[src/hdl/bpg_pkg.sv]
// Package for the image header to NAL rewriter: phase, command and slot codes,
// the command record passed from the parser to the emitter, and fixed constants.
// No dependencies.
`timescale 1ns / 1ps

package bpg_pkg;

    // Varint limit and queue size
    localparam int VARINT_MAX_BYTES = 5;
    localparam int CMD_DEPTH        = 4;
    localparam int CMD_PTR_W        = $clog2(CMD_DEPTH);
    localparam int CMD_CNT_W        = $clog2(CMD_DEPTH + 1);

    // File signature "BPG" 0xFB
    localparam logic [7:0] SIG_BYTES [4] = '{8'h42, 8'h50, 8'h47, 8'hFB};

    // Format byte fields and stream constants
    localparam logic [7:0] FMT_CHROMA_MASK = 8'hE0;
    localparam logic [7:0] FMT_ALPHA_BIT   = 8'h10;
    localparam logic [7:0] FMT_DEPTH_MASK  = 8'h0F;
    localparam logic [7:0] FMT_ALPHA2_BIT  = 8'h04;
    localparam logic [7:0] VARINT_MASK     = 8'h7F;
    localparam logic [7:0] NAL_HDR_TYPE    = 8'(48 << 1);
    localparam logic [7:0] NAL_HDR_LAYER   = 8'h01;
    localparam logic [7:0] EMU_BYTE        = 8'h03;
    localparam logic [7:0] TRAIL_BYTE      = 8'h80;
    localparam logic [7:0] START_LAST      = 8'h01;

    // Result status codes
    localparam logic [1:0] ST_OK        = 2'd0;
    localparam logic [1:0] ST_BAD_SIG   = 2'd1;
    localparam logic [1:0] ST_ALPHA     = 2'd2;
    localparam logic [1:0] ST_TRUNCATED = 2'd3;

    // Parser phases
    localparam logic [3:0] PH_SIG  = 4'd0;
    localparam logic [3:0] PH_FMT  = 4'd1;
    localparam logic [3:0] PH_WID  = 4'd2;
    localparam logic [3:0] PH_HGT  = 4'd3;
    localparam logic [3:0] PH_DLEN = 4'd4;
    localparam logic [3:0] PH_PLEN = 4'd5;
    localparam logic [3:0] PH_PAY  = 4'd6;
    localparam logic [3:0] PH_PASS = 4'd7;

    // Command kinds
    localparam logic [1:0] CMD_HDR  = 2'd0;
    localparam logic [1:0] CMD_PAY  = 2'd1;
    localparam logic [1:0] CMD_PASS = 2'd2;
    localparam logic [1:0] CMD_ERR  = 2'd3;

    // Emitter slots
    localparam logic [4:0] SL_SC0    = 5'd0;
    localparam logic [4:0] SL_SC1    = 5'd1;
    localparam logic [4:0] SL_SC2    = 5'd2;
    localparam logic [4:0] SL_SC3    = 5'd3;
    localparam logic [4:0] SL_NAL0   = 5'd4;
    localparam logic [4:0] SL_NAL1   = 5'd5;
    localparam logic [4:0] SL_CHROMA = 5'd6;
    localparam logic [4:0] SL_W3     = 5'd7;
    localparam logic [4:0] SL_W2     = 5'd8;
    localparam logic [4:0] SL_W1     = 5'd9;
    localparam logic [4:0] SL_W0     = 5'd10;
    localparam logic [4:0] SL_H3     = 5'd11;
    localparam logic [4:0] SL_H2     = 5'd12;
    localparam logic [4:0] SL_H1     = 5'd13;
    localparam logic [4:0] SL_H0     = 5'd14;
    localparam logic [4:0] SL_DEPTH  = 5'd15;
    localparam logic [4:0] SL_TRAIL  = 5'd16;
    localparam logic [4:0] SL_END0   = 5'd17;
    localparam logic [4:0] SL_END1   = 5'd18;
    localparam logic [4:0] SL_END2   = 5'd19;
    localparam logic [4:0] SL_END3   = 5'd20;
    localparam logic [4:0] SL_PAY    = 5'd21;
    localparam logic [4:0] SL_PASS   = 5'd22;
    localparam logic [4:0] SL_ERR    = 5'd23;

    // One unit of work for the emitter
    typedef struct packed {
        logic [1:0]  kind;
        logic [7:0]  data;
        logic [2:0]  chroma;
        logic [3:0]  depth;
        logic [31:0] width;
        logic [31:0] height;
        logic        finish;
        logic        fin;
        logic [1:0]  status;
    } cmd_t;

    // Parser to queue write side
    typedef struct packed {
        logic push;
        cmd_t cmd;
    } cmd_wr_t;

    // Queue to emitter read side
    typedef struct packed {
        logic valid;
        cmd_t cmd;
    } cmd_rd_t;

endpackage

[src/hdl/bpg_in_if.sv]
// Input channel: one file byte per beat with its end-of-file flag.
// Stand-alone interface, no dependencies.
`timescale 1ns / 1ps

interface bpg_in_if;
    logic       valid;
    logic       ready;
    logic [7:0] in_byte;
    logic       is_final;

    modport source (output valid, output in_byte, output is_final, input ready);
    modport sink (input valid, input in_byte, input is_final, output ready);
endinterface

[src/hdl/bpg_out_if.sv]
// Output channel: one stream byte per beat with last marker and status.
// Stand-alone interface, no dependencies.
`timescale 1ns / 1ps

interface bpg_out_if;
    logic       valid;
    logic       ready;
    logic [7:0] out_byte;
    logic       last_out;
    logic [1:0] status;

    modport source (output valid, output out_byte, output last_out, output status, input ready);
    modport sink (input valid, input out_byte, input last_out, input status, output ready);
endinterface

[src/hdl/bpg_front.sv]
// Header parser: checks signature and format, decodes varints, and turns each
// input beat into at most one emitter command. Depends on bpg_pkg, bpg_in_if.
`timescale 1ns / 1ps

module bpg_front
    import bpg_pkg::*;
(
    input  logic        clk,
    input  logic        rst_n,
    bpg_in_if.sink      in_ch,
    input  logic        cmd_full,
    output cmd_wr_t     cmd_wr
);

    logic [3:0]  phase_reg,  phase_next;
    logic [2:0]  idx_reg,    idx_next;
    logic [2:0]  chroma_reg, chroma_next;
    logic [3:0]  depth_reg,  depth_next;
    logic        alpha_reg,  alpha_next;
    logic [31:0] width_reg,  width_next;
    logic [31:0] height_reg, height_next;
    logic [31:0] acc_reg,    acc_next;
    logic [2:0]  cnt_reg,    cnt_next;
    logic [31:0] left_reg,   left_next;
    logic        hold_reg,   hold_next;

    logic        fire;
    logic [7:0]  b;
    logic        fin;
    logic [31:0] acc_new;
    logic [2:0]  cnt_new;
    logic        vdone;
    logic        do_fail;
    logic [1:0]  fail_st;
    logic        clr;
    logic        push;
    cmd_t        cmd;

    assign in_ch.ready = !cmd_full;
    assign fire        = in_ch.valid && !cmd_full;
    assign b           = in_ch.in_byte;
    assign fin         = in_ch.is_final;

    // Varint step: shift in seven bits, stop on clear high bit or byte limit
    assign acc_new = {acc_reg[24:0], b[6:0] & VARINT_MASK[6:0]};
    assign cnt_new = cnt_reg + 3'd1;
    assign vdone   = !b[7] || (cnt_new >= 3'(VARINT_MAX_BYTES));

    // Classify the beat
    always_comb
    begin
        phase_next  = phase_reg;
        idx_next    = idx_reg;
        chroma_next = chroma_reg;
        depth_next  = depth_reg;
        alpha_next  = alpha_reg;
        width_next  = width_reg;
        height_next = height_reg;
        acc_next    = acc_reg;
        cnt_next    = cnt_reg;
        left_next   = left_reg;
        hold_next   = hold_reg;
        do_fail     = 1'b0;
        fail_st     = ST_OK;
        clr         = 1'b0;
        push        = 1'b0;
        cmd         = '0;
        cmd.kind    = CMD_PASS;
        cmd.data    = b;
        cmd.fin     = fin;

        if (hold_reg)
        begin
            // Drop beats until end of file after an error
            clr = fin;
        end
        else
        begin
            case (phase_reg)
                PH_SIG:
                begin
                    if (b != SIG_BYTES[idx_reg[1:0]])
                    begin
                        do_fail = 1'b1;
                        fail_st = ST_BAD_SIG;
                    end
                    else if (idx_reg >= 3'd3)
                    begin
                        if (fin)
                        begin
                            do_fail = 1'b1;
                            fail_st = ST_TRUNCATED;
                        end
                        else
                        begin
                            phase_next = PH_FMT;
                            idx_next   = 3'd0;
                        end
                    end
                    else if (fin)
                    begin
                        do_fail = 1'b1;
                        fail_st = ST_BAD_SIG;
                    end
                    else
                    begin
                        idx_next = idx_reg + 3'd1;
                    end
                end
                PH_FMT:
                begin
                    if (idx_reg == 3'd0)
                    begin
                        chroma_next = 3'((b & FMT_CHROMA_MASK) >> 5);
                        alpha_next  = |(b & FMT_ALPHA_BIT);
                        depth_next  = 4'(b & FMT_DEPTH_MASK);
                        idx_next    = 3'd1;
                        if (fin)
                        begin
                            do_fail = 1'b1;
                            fail_st = ST_TRUNCATED;
                        end
                    end
                    else if (alpha_reg || (|(b & FMT_ALPHA2_BIT)))
                    begin
                        do_fail = 1'b1;
                        fail_st = ST_ALPHA;
                    end
                    else if (fin)
                    begin
                        do_fail = 1'b1;
                        fail_st = ST_TRUNCATED;
                    end
                    else
                    begin
                        phase_next = PH_WID;
                        acc_next   = '0;
                        cnt_next   = '0;
                    end
                end
                PH_WID, PH_HGT, PH_DLEN:
                begin
                    acc_next = acc_new;
                    cnt_next = cnt_new;
                    if (fin)
                    begin
                        do_fail = 1'b1;
                        fail_st = ST_TRUNCATED;
                    end
                    else if (vdone)
                    begin
                        if (phase_reg == PH_WID)
                        begin
                            width_next = acc_new;
                        end
                        if (phase_reg == PH_HGT)
                        begin
                            height_next = acc_new;
                        end
                        phase_next = phase_reg + 4'd1;
                        acc_next   = '0;
                        cnt_next   = '0;
                    end
                end
                PH_PLEN:
                begin
                    acc_next = acc_new;
                    cnt_next = cnt_new;
                    if (!vdone)
                    begin
                        if (fin)
                        begin
                            do_fail = 1'b1;
                            fail_st = ST_TRUNCATED;
                        end
                    end
                    else
                    begin
                        left_next = acc_new;
                        acc_next  = '0;
                        cnt_next  = '0;
                        if (fin && (acc_new != '0))
                        begin
                            do_fail = 1'b1;
                            fail_st = ST_TRUNCATED;
                        end
                        else
                        begin
                            // Header burst, with closing start code if no payload
                            push       = 1'b1;
                            cmd.kind   = CMD_HDR;
                            cmd.chroma = chroma_reg;
                            cmd.depth  = depth_reg;
                            cmd.width  = width_reg;
                            cmd.height = height_reg;
                            cmd.finish = (acc_new == '0);
                            if (acc_new == '0)
                            begin
                                clr        = fin;
                                phase_next = PH_PASS;
                            end
                            else
                            begin
                                phase_next = PH_PAY;
                            end
                        end
                    end
                end
                PH_PAY:
                begin
                    if (fin && (left_reg > 32'd1))
                    begin
                        do_fail = 1'b1;
                        fail_st = ST_TRUNCATED;
                    end
                    else
                    begin
                        push       = 1'b1;
                        cmd.kind   = CMD_PAY;
                        cmd.finish = (left_reg <= 32'd1);
                        if (left_reg <= 32'd1)
                        begin
                            left_next  = '0;
                            phase_next = PH_PASS;
                            clr        = fin;
                        end
                        else
                        begin
                            left_next = left_reg - 32'd1;
                        end
                    end
                end
                PH_PASS:
                begin
                    push = 1'b1;
                    clr  = fin;
                end
                default:
                begin
                    clr = 1'b1;
                end
            endcase

            // Error: one result, then hold until end of file
            if (do_fail)
            begin
                push       = 1'b1;
                cmd.kind   = CMD_ERR;
                cmd.status = fail_st;
                hold_next  = 1'b1;
                clr        = fin;
            end
        end

        // Restart after the last byte of a file, or from an unknown phase
        if (clr)
        begin
            phase_next  = PH_SIG;
            idx_next    = '0;
            chroma_next = '0;
            depth_next  = '0;
            alpha_next  = 1'b0;
            width_next  = '0;
            height_next = '0;
            acc_next    = '0;
            cnt_next    = '0;
            left_next   = '0;
            hold_next   = 1'b0;
        end
    end

    assign cmd_wr.push = fire && push;
    assign cmd_wr.cmd  = cmd;

    // Advance parser state on each accepted beat
    always_ff @(posedge clk or negedge rst_n)
    begin
        if (!rst_n)
        begin
            phase_reg  <= PH_SIG;
            idx_reg    <= '0;
            chroma_reg <= '0;
            depth_reg  <= '0;
            alpha_reg  <= 1'b0;
            width_reg  <= '0;
            height_reg <= '0;
            acc_reg    <= '0;
            cnt_reg    <= '0;
            left_reg   <= '0;
            hold_reg   <= 1'b0;
        end
        else if (fire)
        begin
            phase_reg  <= phase_next;
            idx_reg    <= idx_next;
            chroma_reg <= chroma_next;
            depth_reg  <= depth_next;
            alpha_reg  <= alpha_next;
            width_reg  <= width_next;
            height_reg <= height_next;
            acc_reg    <= acc_next;
            cnt_reg    <= cnt_next;
            left_reg   <= left_next;
            hold_reg   <= hold_next;
        end
    end

endmodule

[src/hdl/bpg_cmd_fifo.sv]
// Short command queue between the parser and the emitter.
// Depends on bpg_pkg.
`timescale 1ns / 1ps

module bpg_cmd_fifo
    import bpg_pkg::*;
(
    input  logic    clk,
    input  logic    rst_n,
    input  cmd_wr_t wr,
    output logic    full,
    output cmd_rd_t rd,
    input  logic    pop
);

    cmd_t                 mem_reg [CMD_DEPTH];
    logic [CMD_PTR_W-1:0] wr_ptr_reg;
    logic [CMD_PTR_W-1:0] rd_ptr_reg;
    logic [CMD_CNT_W-1:0] cnt_reg;
    logic                 do_push;
    logic                 do_pop;

    assign full     = (cnt_reg == CMD_CNT_W'(CMD_DEPTH));
    assign rd.valid = (cnt_reg != '0);
    assign rd.cmd   = mem_reg[rd_ptr_reg];
    assign do_push  = wr.push && !full;
    assign do_pop   = pop && rd.valid;

    // Store entries
    always_ff @(posedge clk)
    begin
        if (do_push)
        begin
            mem_reg[wr_ptr_reg] <= wr.cmd;
        end
    end

    // Advance pointers and fill count
    always_ff @(posedge clk or negedge rst_n)
    begin
        if (!rst_n)
        begin
            wr_ptr_reg <= '0;
            rd_ptr_reg <= '0;
            cnt_reg    <= '0;
        end
        else
        begin
            if (do_push)
            begin
                wr_ptr_reg <= wr_ptr_reg + 1'b1;
            end
            if (do_pop)
            begin
                rd_ptr_reg <= rd_ptr_reg + 1'b1;
            end
            if (do_push && !do_pop)
            begin
                cnt_reg <= cnt_reg + 1'b1;
            end
            else if (!do_push && do_pop)
            begin
                cnt_reg <= cnt_reg - 1'b1;
            end
        end
    end

`ifndef NO_ASSERTIONS
    a_cnt_bound: assert property (@(posedge clk) disable iff (!rst_n)
        cnt_reg <= CMD_CNT_W'(CMD_DEPTH))
        else $error("command queue count out of range");
    a_no_overflow: assert property (@(posedge clk) disable iff (!rst_n)
        wr.push |-> !full)
        else $error("command pushed into full queue");
    a_no_underflow: assert property (@(posedge clk) disable iff (!rst_n)
        pop |-> rd.valid)
        else $error("command popped from empty queue");
`endif

endmodule

[src/hdl/bpg_back.sv]
// Emitter: expands queued commands into output beats, applies the 00 00 03
// escape and the trailing 0x80, and holds the output register. Depends on bpg_pkg, bpg_out_if.
`timescale 1ns / 1ps

module bpg_back
    import bpg_pkg::*;
(
    input  logic       clk,
    input  logic       rst_n,
    input  cmd_rd_t    rd,
    output logic       pop,
    bpg_out_if.source  out_ch
);

    logic [4:0] slot_reg;
    logic       started_reg;
    logic       ins_reg;
    logic       pz_reg;
    logic       out_valid_reg;
    logic [7:0] out_byte_reg;
    logic       out_last_reg;
    logic [1:0] out_status_reg;

    cmd_t       head;
    logic       advance;
    logic [4:0] start_slot;
    logic [4:0] slot;
    logic [4:0] slot_next;
    logic       ins_next;
    logic       pz_next;
    logic       done;
    logic [7:0] beat_byte;
    logic       beat_last;
    logic [1:0] beat_status;
    logic [7:0] esc_byte;

    assign head    = rd.cmd;
    assign advance = rd.valid && (!out_valid_reg || out_ch.ready);
    assign pop     = advance && done;

    // Entry slot for each command kind
    always_comb
    begin
        case (head.kind)
            CMD_HDR:  start_slot = SL_SC0;
            CMD_PAY:  start_slot = SL_PAY;
            CMD_PASS: start_slot = SL_PASS;
            default:  start_slot = SL_ERR;
        endcase
    end

    assign slot = started_reg ? slot_reg : start_slot;

    // Pick the byte to escape
    always_comb
    begin
        case (slot)
            SL_CHROMA: esc_byte = {5'd0, head.chroma};
            SL_W3:     esc_byte = head.width[31:24];
            SL_W2:     esc_byte = head.width[23:16];
            SL_W1:     esc_byte = head.width[15:8];
            SL_W0:     esc_byte = head.width[7:0];
            SL_H3:     esc_byte = head.height[31:24];
            SL_H2:     esc_byte = head.height[23:16];
            SL_H1:     esc_byte = head.height[15:8];
            SL_H0:     esc_byte = head.height[7:0];
            SL_DEPTH:  esc_byte = {4'd0, head.depth};
            default:   esc_byte = head.data;
        endcase
    end

    // Form one beat and the next slot
    always_comb
    begin
        beat_byte   = 8'h00;
        beat_last   = 1'b0;
        beat_status = ST_OK;
        done        = 1'b0;
        slot_next   = slot + 5'd1;
        ins_next    = ins_reg;
        pz_next     = pz_reg;

        case (slot) inside
            SL_SC0:
            begin
                pz_next = 1'b0;
            end
            SL_SC1, SL_SC2:
            begin
                beat_byte = 8'h00;
            end
            SL_SC3, SL_NAL1:
            begin
                beat_byte = NAL_HDR_LAYER;
            end
            SL_NAL0:
            begin
                beat_byte = NAL_HDR_TYPE;
            end
            [SL_CHROMA:SL_DEPTH], SL_PAY:
            begin
                if (ins_reg)
                begin
                    beat_byte = EMU_BYTE;
                    ins_next  = 1'b0;
                    pz_next   = 1'b0;
                end
                else if ((esc_byte == 8'h00) && pz_reg)
                begin
                    // Zero pair: emit the zero now, the 0x03 next
                    beat_byte = 8'h00;
                    ins_next  = 1'b1;
                end
                else
                begin
                    beat_byte = esc_byte;
                    pz_next   = (esc_byte == 8'h00);
                end

                if (!ins_next && ((slot == SL_DEPTH) || (slot == SL_PAY)))
                begin
                    if (head.finish)
                    begin
                        slot_next = pz_next ? SL_TRAIL : SL_END0;
                    end
                    else
                    begin
                        done = 1'b1;
                    end
                end
                else if (ins_next)
                begin
                    slot_next = slot;
                end
            end
            SL_TRAIL:
            begin
                beat_byte = TRAIL_BYTE;
                pz_next   = 1'b0;
            end
            SL_END0, SL_END1, SL_END2:
            begin
                beat_byte = 8'h00;
            end
            SL_END3:
            begin
                beat_byte = START_LAST;
                beat_last = head.fin;
                pz_next   = 1'b0;
                done      = 1'b1;
            end
            SL_PASS:
            begin
                beat_byte = head.data;
                beat_last = head.fin;
                done      = 1'b1;
            end
            SL_ERR:
            begin
                beat_byte   = 8'h00;
                beat_last   = 1'b1;
                beat_status = head.status;
                pz_next     = 1'b0;
                done        = 1'b1;
            end
            default:
            begin
                done = 1'b1;
            end
        endcase
    end

    // Sequencer state
    always_ff @(posedge clk or negedge rst_n)
    begin
        if (!rst_n)
        begin
            slot_reg    <= SL_SC0;
            started_reg <= 1'b0;
            ins_reg     <= 1'b0;
            pz_reg      <= 1'b0;
        end
        else if (advance)
        begin
            slot_reg    <= slot_next;
            started_reg <= !done;
            ins_reg     <= done ? 1'b0 : ins_next;
            pz_reg      <= pz_next;
        end
    end

    // Output register: hold until taken
    always_ff @(posedge clk or negedge rst_n)
    begin
        if (!rst_n)
        begin
            out_valid_reg <= 1'b0;
        end
        else if (advance)
        begin
            out_valid_reg <= 1'b1;
        end
        else if (out_ch.ready)
        begin
            out_valid_reg <= 1'b0;
        end
    end

    always_ff @(posedge clk)
    begin
        if (advance)
        begin
            out_byte_reg   <= beat_byte;
            out_last_reg   <= beat_last;
            out_status_reg <= beat_status;
        end
    end

    assign out_ch.valid    = out_valid_reg;
    assign out_ch.out_byte = out_byte_reg;
    assign out_ch.last_out = out_last_reg;
    assign out_ch.status   = out_status_reg;

`ifndef NO_ASSERTIONS
    a_err_beat: assert property (@(posedge clk) disable iff (!rst_n)
        (out_valid_reg && (out_status_reg != ST_OK)) |-> (out_last_reg && (out_byte_reg == 8'h00)))
        else $error("error beat must be a final zero byte");
    a_ins_slot: assert property (@(posedge clk) disable iff (!rst_n)
        ins_reg |-> (started_reg && (((slot_reg >= SL_CHROMA) && (slot_reg <= SL_DEPTH))
                                     || (slot_reg == SL_PAY))))
        else $error("escape insert pending outside an escaped slot");
    a_trail_pz: assert property (@(posedge clk) disable iff (!rst_n)
        (started_reg && (slot_reg == SL_TRAIL)) |-> pz_reg)
        else $error("trailing 0x80 without a pending zero");
`endif

endmodule

[src/hdl/bpg_header_to_nal_rewriter.sv]
// Channel  | Dir | Beat payload                 | Accept
// in_ch    | in  | in_byte[7:0], is_final       | valid && ready
// out_ch   | out | out_byte[7:0], last_out, status[1:0] | valid && ready
//
// One output beat per cycle while out_ch is ready. Payload and pass-through
// bytes sustain one byte per cycle while out_ch is ready; a header burst (up
// to 25 beats), an inserted 0x03 or a closing start code adds emitter beats.
// The four-entry command queue absorbs these bursts; input stalls when it fills.
// Reset is asynchronous and clears all control state; no clearing pass.
// Top level: parser, command queue, emitter. Depends on bpg_pkg, bpg_in_if,
// bpg_out_if, bpg_front, bpg_cmd_fifo, bpg_back.
`timescale 1ns / 1ps

module bpg_header_to_nal_rewriter
    import bpg_pkg::*;
(
    input  logic       clk,
    input  logic       rst_n,
    bpg_in_if.sink     in_ch,
    bpg_out_if.source  out_ch
);

    cmd_wr_t cmd_wr;
    cmd_rd_t cmd_rd;
    logic    cmd_full;
    logic    cmd_pop;

    bpg_front u_front (
        .clk      (clk),
        .rst_n    (rst_n),
        .in_ch    (in_ch),
        .cmd_full (cmd_full),
        .cmd_wr   (cmd_wr)
    );

    bpg_cmd_fifo u_fifo (
        .clk   (clk),
        .rst_n (rst_n),
        .wr    (cmd_wr),
        .full  (cmd_full),
        .rd    (cmd_rd),
        .pop   (cmd_pop)
    );

    bpg_back u_back (
        .clk    (clk),
        .rst_n  (rst_n),
        .rd     (cmd_rd),
        .pop    (cmd_pop),
        .out_ch (out_ch)
    );

endmodule

[src/flat_wrapper.sv]
// flat-port wrapper written by rule: the top's interface ports become plain ports
module bpg_header_to_nal_rewriter_flat import bpg_pkg::*;
  (clk, rst_n, in_ch_valid, in_ch_in_byte, in_ch_is_final, in_ch_ready, out_ch_valid, out_ch_out_byte, out_ch_last_out, out_ch_status, out_ch_ready);
  bpg_in_if in_ch_i ();
  bpg_out_if out_ch_i ();
  input  logic clk;
  input  logic rst_n;
  input wire logic [$bits(in_ch_i.valid)-1:0] in_ch_valid;
  input wire logic [$bits(in_ch_i.in_byte)-1:0] in_ch_in_byte;
  input wire logic [$bits(in_ch_i.is_final)-1:0] in_ch_is_final;
  output wire logic [$bits(in_ch_i.ready)-1:0] in_ch_ready;
  output wire logic [$bits(out_ch_i.valid)-1:0] out_ch_valid;
  output wire logic [$bits(out_ch_i.out_byte)-1:0] out_ch_out_byte;
  output wire logic [$bits(out_ch_i.last_out)-1:0] out_ch_last_out;
  output wire logic [$bits(out_ch_i.status)-1:0] out_ch_status;
  input wire logic [$bits(out_ch_i.ready)-1:0] out_ch_ready;
  assign in_ch_i.valid = in_ch_valid;
  assign in_ch_i.in_byte = in_ch_in_byte;
  assign in_ch_i.is_final = in_ch_is_final;
  assign in_ch_ready = in_ch_i.ready;
  assign out_ch_valid = out_ch_i.valid;
  assign out_ch_out_byte = out_ch_i.out_byte;
  assign out_ch_last_out = out_ch_i.last_out;
  assign out_ch_status = out_ch_i.status;
  assign out_ch_i.ready = out_ch_ready;
  bpg_header_to_nal_rewriter u_core (.clk(clk), .rst_n(rst_n), .in_ch(in_ch_i), .out_ch(out_ch_i));
endmodule
[config.mk]
export PLATFORM = sky130hd
export DESIGN_NAME = bpg_header_to_nal_rewriter_flat
export DESIGN_NICKNAME = d
export VERILOG_FILES = /design/src/hdl/bpg_pkg.sv /design/src/hdl/bpg_in_if.sv /design/src/hdl/bpg_out_if.sv /design/src/hdl/bpg_front.sv /design/src/hdl/bpg_cmd_fifo.sv /design/src/hdl/bpg_back.sv /design/src/hdl/bpg_header_to_nal_rewriter.sv /design/src/flat_wrapper.sv
export SDC_FILE = /design/constraint.sdc
export NUM_CORES = 1
export LEC_CHECK = 0
export BUFFER_PORTS_ARGS = -buffer_cell sky130_fd_sc_hd__buf_4
export CAP_MARGIN = 25
export CORE_MARGIN = 8
export CORE_UTILIZATION = 55
export DETAILED_ROUTE_END_ITERATION = 10
export HOLD_SLACK_MARGIN = 0.03
export PLACE_DENSITY = 0.81
export RECOVER_POWER = 25
export SETUP_SLACK_MARGIN = 0.4
export SLEW_MARGIN = 30
export SYNTH_ARGS = -nofsm -noshare
export SYNTH_HDL_FRONTEND = slang
export SYNTH_HIERARCHICAL = 1
export SYNTH_SLANG_ARGS = --single-unit
[constraint.sdc]
create_clock -name clk -period 6.48 [get_ports clk]
set_input_delay 1.296 -clock clk [delete_from_list [all_inputs] [get_ports clk]]
set_output_delay 1.296 -clock clk [all_outputs]
set_load 0.03 [all_outputs]
# Yosys cells after proc, flatten, opt, wreduce, memory -nomap -nowiden
# Memory sizes are Yosys's and may differ from the RTL's.
# Index checks and enable logic that the tools add are counted.
totals:
  mem_count: 1
  regBits: 167
  elab_cells: 358
  mem_bits_rw: 340
  output_inout_bits: 13
classes:
  magnitude_cmp: 7
  muxes: 191
  eq_ne: 58
  reduce_logical: 66
  n_addsub: 9
  bitwise: 2
memory_table:
  columns: ["memory", "depth", "width", "read_ports", "rd_ports_with_merged_regs", "wr", "line", "source"]
  rows:
  - ["u_core.u_fifo.mem_reg", 4, 85, 1, 0, 1, "bpg_cmd_fifo.sv:16", "cmd_t mem_reg [CMD_DEPTH];"]
ops:
  columns: ["operator", "count"]
  rows:
  - ["2-to-1 mux 32 bit", 17]
  - ["2-to-1 mux 72 bit", 3]
  - ["2-to-1 mux 25 bit", 7]
  - ["case mux 8 bit (10 select lines)", 1]
  - ["2-to-1 mux 1 bit", 78]
  - ["case mux 25 bit (3 select lines)", 1]
  - ["2-to-1 mux 4 bit", 18]
  - ["2-to-1 mux 8 bit", 9]
  - ["2-to-1 mux 71 bit", 1]
  - ["case mux 32 bit (2 select lines)", 1]
  - ["2-to-1 mux 3 bit", 19]
  - ["2-to-1 mux 5 bit", 9]
  - ["equality test 5 x 4 -> 1 bit (second input constant)", 8]
  - ["equality test 5 bit (second input constant)", 8]
  - ["inequality test 3 bit (second input constant)", 13]
  - ["greater-than comparator 32 x 1 -> 1 bit (second input constant)", 1]
  - ["less-or-equal comparator 32 x 1 -> 1 bit (second input constant)", 1]
  - ["zero test 32 bit", 1]
  - ["nonzero test 32 bit", 1]
  - ["subtractor 32 x 1 -> 32 bit (second input constant)", 1]
  - ["2-to-1 mux 2 bit", 15]
  - ["AND reduction 6 bit", 5]
  - ["equality test 5 x 3 -> 1 bit (second input constant)", 4]
  - ["case mux 4 bit (5 select lines)", 1]
  - ["58 further kinds", 110]

# Depth between registers and ports, before layout
# An unclocked memory read counts as a cell.
depth:
  ltp_word: 28
  ltp_mapped: 25
  mapped_depth_nobuf: 21

# Modules after synthesis
# The synthesis kept the hierarchy.
modules_own_cells:
  columns: ["module", "cells_each", "n_inst", "seq_area_each_um2", "area_each_um2"]
  rows:
  - ["bpg_cmd_fifo", 480, 1, 10385.0, 12700.9]
  - ["bpg_front", 816, 1, 3503.4, 7364.6]
  - ["bpg_back", 291, 1, 555.5, 2426.1]

# Least setup slack after synthesis
# Ideal clock, no wire load.
synth_timing:
  kind: "in2reg"
  startpoint: "input in_ch_in_byte[2]"
  endpoint: "memory u_core/u_fifo/mem_reg[0][0] (netlist name), enable pin"
  setup_ns: 0.453
  required_time_ns: 6.027
  setup_slack_ns: 1.298
  arrival_ns: 4.729
  n_path_buf: 2
  stages: 10
  path_cell_list: "clkbuf_1 -> or2_2 -> and3_1 -> o22ai_1 -> and3_1 -> nor2b_1 -> a311oi_1 -> nor2b_1 -> buf_2 -> and2_1"
synth_lines:
  columns: ["item", "line", "source"]
  rows:
  - ["from (decl)", "flat_wrapper.sv:9", "input wire logic [$bits(in_ch_i.in_byte)-1:0] in_ch_in_byte;"]
  - ["to (decl)", "bpg_cmd_fifo.sv:16", null]

==> impl_metrics.py <==
metrics = {
    "floorplanning": {
        "pin_count": 26,
        "die_area_mm2": 0.0476,
        "die_width_um": 218,
        "core_area_mm2": 0.0406,
        "rows": 74,
        "die_h_um": 218,
        "initial_core_util_pct": 55.3,
    },
    "worst_hold_path": {
        "hold_end": "u_core/u_front/width_reg[23]",
        "hold_depth": 2,
        "hp-class": "register to register",
        "worstHoldStart": "u_core/u_front/width_reg[23]",
    },
    "layout": {
        "antenna_cells": 0,
        "area_growth_syn_to_layout_pct": 9.45,
        "largest_reg_flops": 340,
        "fin_util_pct": 60.6,
        "multi_input_area_mm2": 0.00735,
        "design_area_mm2": 0.0246,
        "nNetsFinal": 1617,
        "register_area_mm2": 0.0145,
        "layout-drive-gt1-share_pct": 15.2,
        "fillCellCount": 2976,
    },
    "setup_path": {
        "critPathLaunch": "u_core/u_fifo/rd_ptr_reg[1]",
        "cp.arrival_ps": 6090,
        "reg2reg_depth": 19,
        "r2r_setup_slack_ps": 870,
        "cp-start-kind": "register",
        "cp.required_ps": 6960,
        "rr_startpoint": "u_core/u_fifo/rd_ptr_reg[1]",
        "timing.rr.end": "u_core/u_fifo/cnt_reg[2]",
        "crit_type": "register to register",
        "endpoint_kind": "register",
        "cp_max_fo": 31,
    },
    "clocking": {
        "cts_buffer_depth": 3,
        "cts_setup_buffers": 0,
        "clk_pin_slew_ps": 60,
        "clkLatencyLatePin_ps": 570,
        "cts_inserted_buffers": 49,
        "cts.sinks": 507,
        "cts_hold_buf": 0,
        "cts_resized": 0,
        "root_buffer": "clkbuf_16",
        "cts_tree": "done",
        "cts-htree-levels": 2,
    },
    "route": {
        "first_pass_iters": 8,
        "ant_nets": 0,
        "route.detailed.drc": 0,
        "wl_per_cell_um": 25.6,
        "num_vias": 14209,
        "drt_wl_total_um": 55000,
        "drt_iter0_markers": 1701,
        "via_per_inst": 6.60,
    },
    "flow_run": {
        "drv_cap": 2,
    },
    "power_and_ir_drop": {
        "power_mw": 10.4,
        "max-vdd-ir-drop_uv": 343,
        "p_leak_nw": 8.85,
        "powerDensity_mw_per_mm2": 423,
    },
    "place": {
        "place_area_mm2": 0.0230,
        "routabilityCongestion": 0.948,
        "portBuffers": 25,
        "dp_hpwl_um": 34400,
    },
    "sta": {
        "slew_viol_final": 122,
        "fin_tns_setup_ps": 0,
        "max_freq_mhz": 178,
        "rsz0062_at_grt": "false",
        "tightest_slew_ps": 4620,
        "whs_ps": 471,
        "clock_skew_ps": 14.0,
        "period_needed_ps": 5610,
        "finalCritPeriodShare_pct": 86.5,
        "max_slew_margin_pct": -208,
        "setup_violations": 0,
        "finalHoldViolCount": 0,
    },
    "run_status": {
        "violations": "capacitance limit, slew limit",
        "status": "finished, violations left",
    },
    "synth": {
        "avgSynthCellArea_um2": 14.2,
        "netlist_instances": 1587,
        "ys_top_cells_by_area": "edfxtp_1 47%, dfrtp_1 17%, mux4_2 8.5%",
        "async_flop_share_pct": 30.8,
        "ys_dominant_reg_cell": "edfxtp_1",
        "synth_cell_types": 101,
        "synth_top_area_cell": "edfxtp_1",
        "synth_nets": 1624,
        "syn_area_mm2": 0.0225,
        "ys.warnings.count": 6,
        "ys_seq_elements": 507,
        "synth_edf_count": 351,
        "synth.top_cell.area_share_pct": 46.9,
        "ys_seq_area_share_pct": 64.2,
    },
    "global_route": {
        "track_usage_pct": 23.1,
        "grt_max_degree": 94,
        "grt_pass1_wl_um": 84600,
        "antenna_found_initial": 1,
        "overflow": 0,
        "grt_pass1_vias": 14095,
    },
}
-- worst max path at each step --
stage          cells after the start                           end  slack (ps)
3_5_place_dp                      19      u_core/u_fifo/cnt_reg[2]        1040
6_report                          19      u_core/u_fifo/cnt_reg[2]         870
2_1_floorplan                     10   u_core/u_fifo/mem_reg[0][0]        1300
5_1_grt                            1  u_core/u_front/width_reg[23]         300
3_3_place_gp                      19      u_core/u_fifo/cnt_reg[2]        1160
4_1_cts                           19      u_core/u_fifo/cnt_reg[2]         930
-- per-layer routing --
metal | part of all wire [%] | track usage [%]
met1 | 40 | 31.5
met2 | 48 | 38.0
met3 | 8.9 | 3.72
met4 | 3.0 | 7.19
met5 | 0 | 0
-- placed cells by master (no fill, tap or decap), drive strengths merged, types with 28 or more instances in the layout --
cell type	n
and2	86
mux4	85
inv	32
nand2	147
nor3	28
a22o	31
dfrtp	156
o21ai	152
a21oi	42
edfxtp	351
clkbuf	83
nor2	70
-- cells by family (layout without fill, tap and decap cells) --
| family | after synthesis | count (layout) | synth area share (%) |
|---|---|---|---|
| flops | 507 | 507 | 64.2 |
| simple gates | 444 | 444 | 10.6 |
| compound gates | 363 | 363 | 10.9 |
| buf+inv | 138 | 171 | 3.24 |
| mux | 100 | 100 | 9.25 |
| fa+ha+maj | 24 | 24 | 1.37 |
| xor+xnor | 11 | 11 | 0.428 |
-- cells in the mapped netlist, types with 12 or more instances --
cell type  number
dfrtp_1       156
edfxtp_1      351
buf_2          25
mux4_2         85
and2_1         85
o22ai_1        16
nand4_1        12
nor2b_1        12
inv_1          31
nor2_1         68
ha_1           23
a22oi_1        24
a22o_1         31
buf_4          16
o21ai_0       126
clkbuf_1       52
nor3_1         24
nand2_1       146
o21ai_1        25
a21oi_1        42
nor4_1         19
a32oi_1        19
-- worst max-delay path: stages, from the launching register on --
cell and delay (ps):
dfrtp_4 760, mux4_2 450, mux2i_1 280, inv_1 140, ha_1 410, buf_4 290
a222oi_1 350, o22ai_1 140, a31oi_1 190, or4b_4 500, o21ai_4 320, nand3_4 140
a21o_1 230, nand2_1 110, ha_1 220, inv_1 70, fa_1 410, xor2_1 170
nor2_1 140, xor2_1 170
-- layout make-up --
cell class | instances | area share (%)
clock buffers | 61 | 5.45
clock inverters | 30 | 1.46
inverters | 32 | 0.488
multi-input cells | 942 | 29.9
flip-flops and latches | 507 | 58.7
well taps | 532 | 2.70
repair buffers | 48 | 1.31
-- power by group --
part / switching (mW) / internal, mW
Clock: 1.23 / 1.76
Combinational: 2.07 / 1.20
Sequential: 0.276 / 3.88
-- through the flow --
| stage | worst slack, ps | instances |
|---|---|---|
| 3_3_place_gp | 1160 | 2061 |
| 6_report | 874 | 2152 |
| 5_1_grt | 297 | 2152 |
| 2_1_floorplan | 1300 | 1587 |
| 4_1_cts | 927 | 2152 |
| 3_5_place_dp | 1040 | 2061 |
Power figures use the tool's default switching activity.
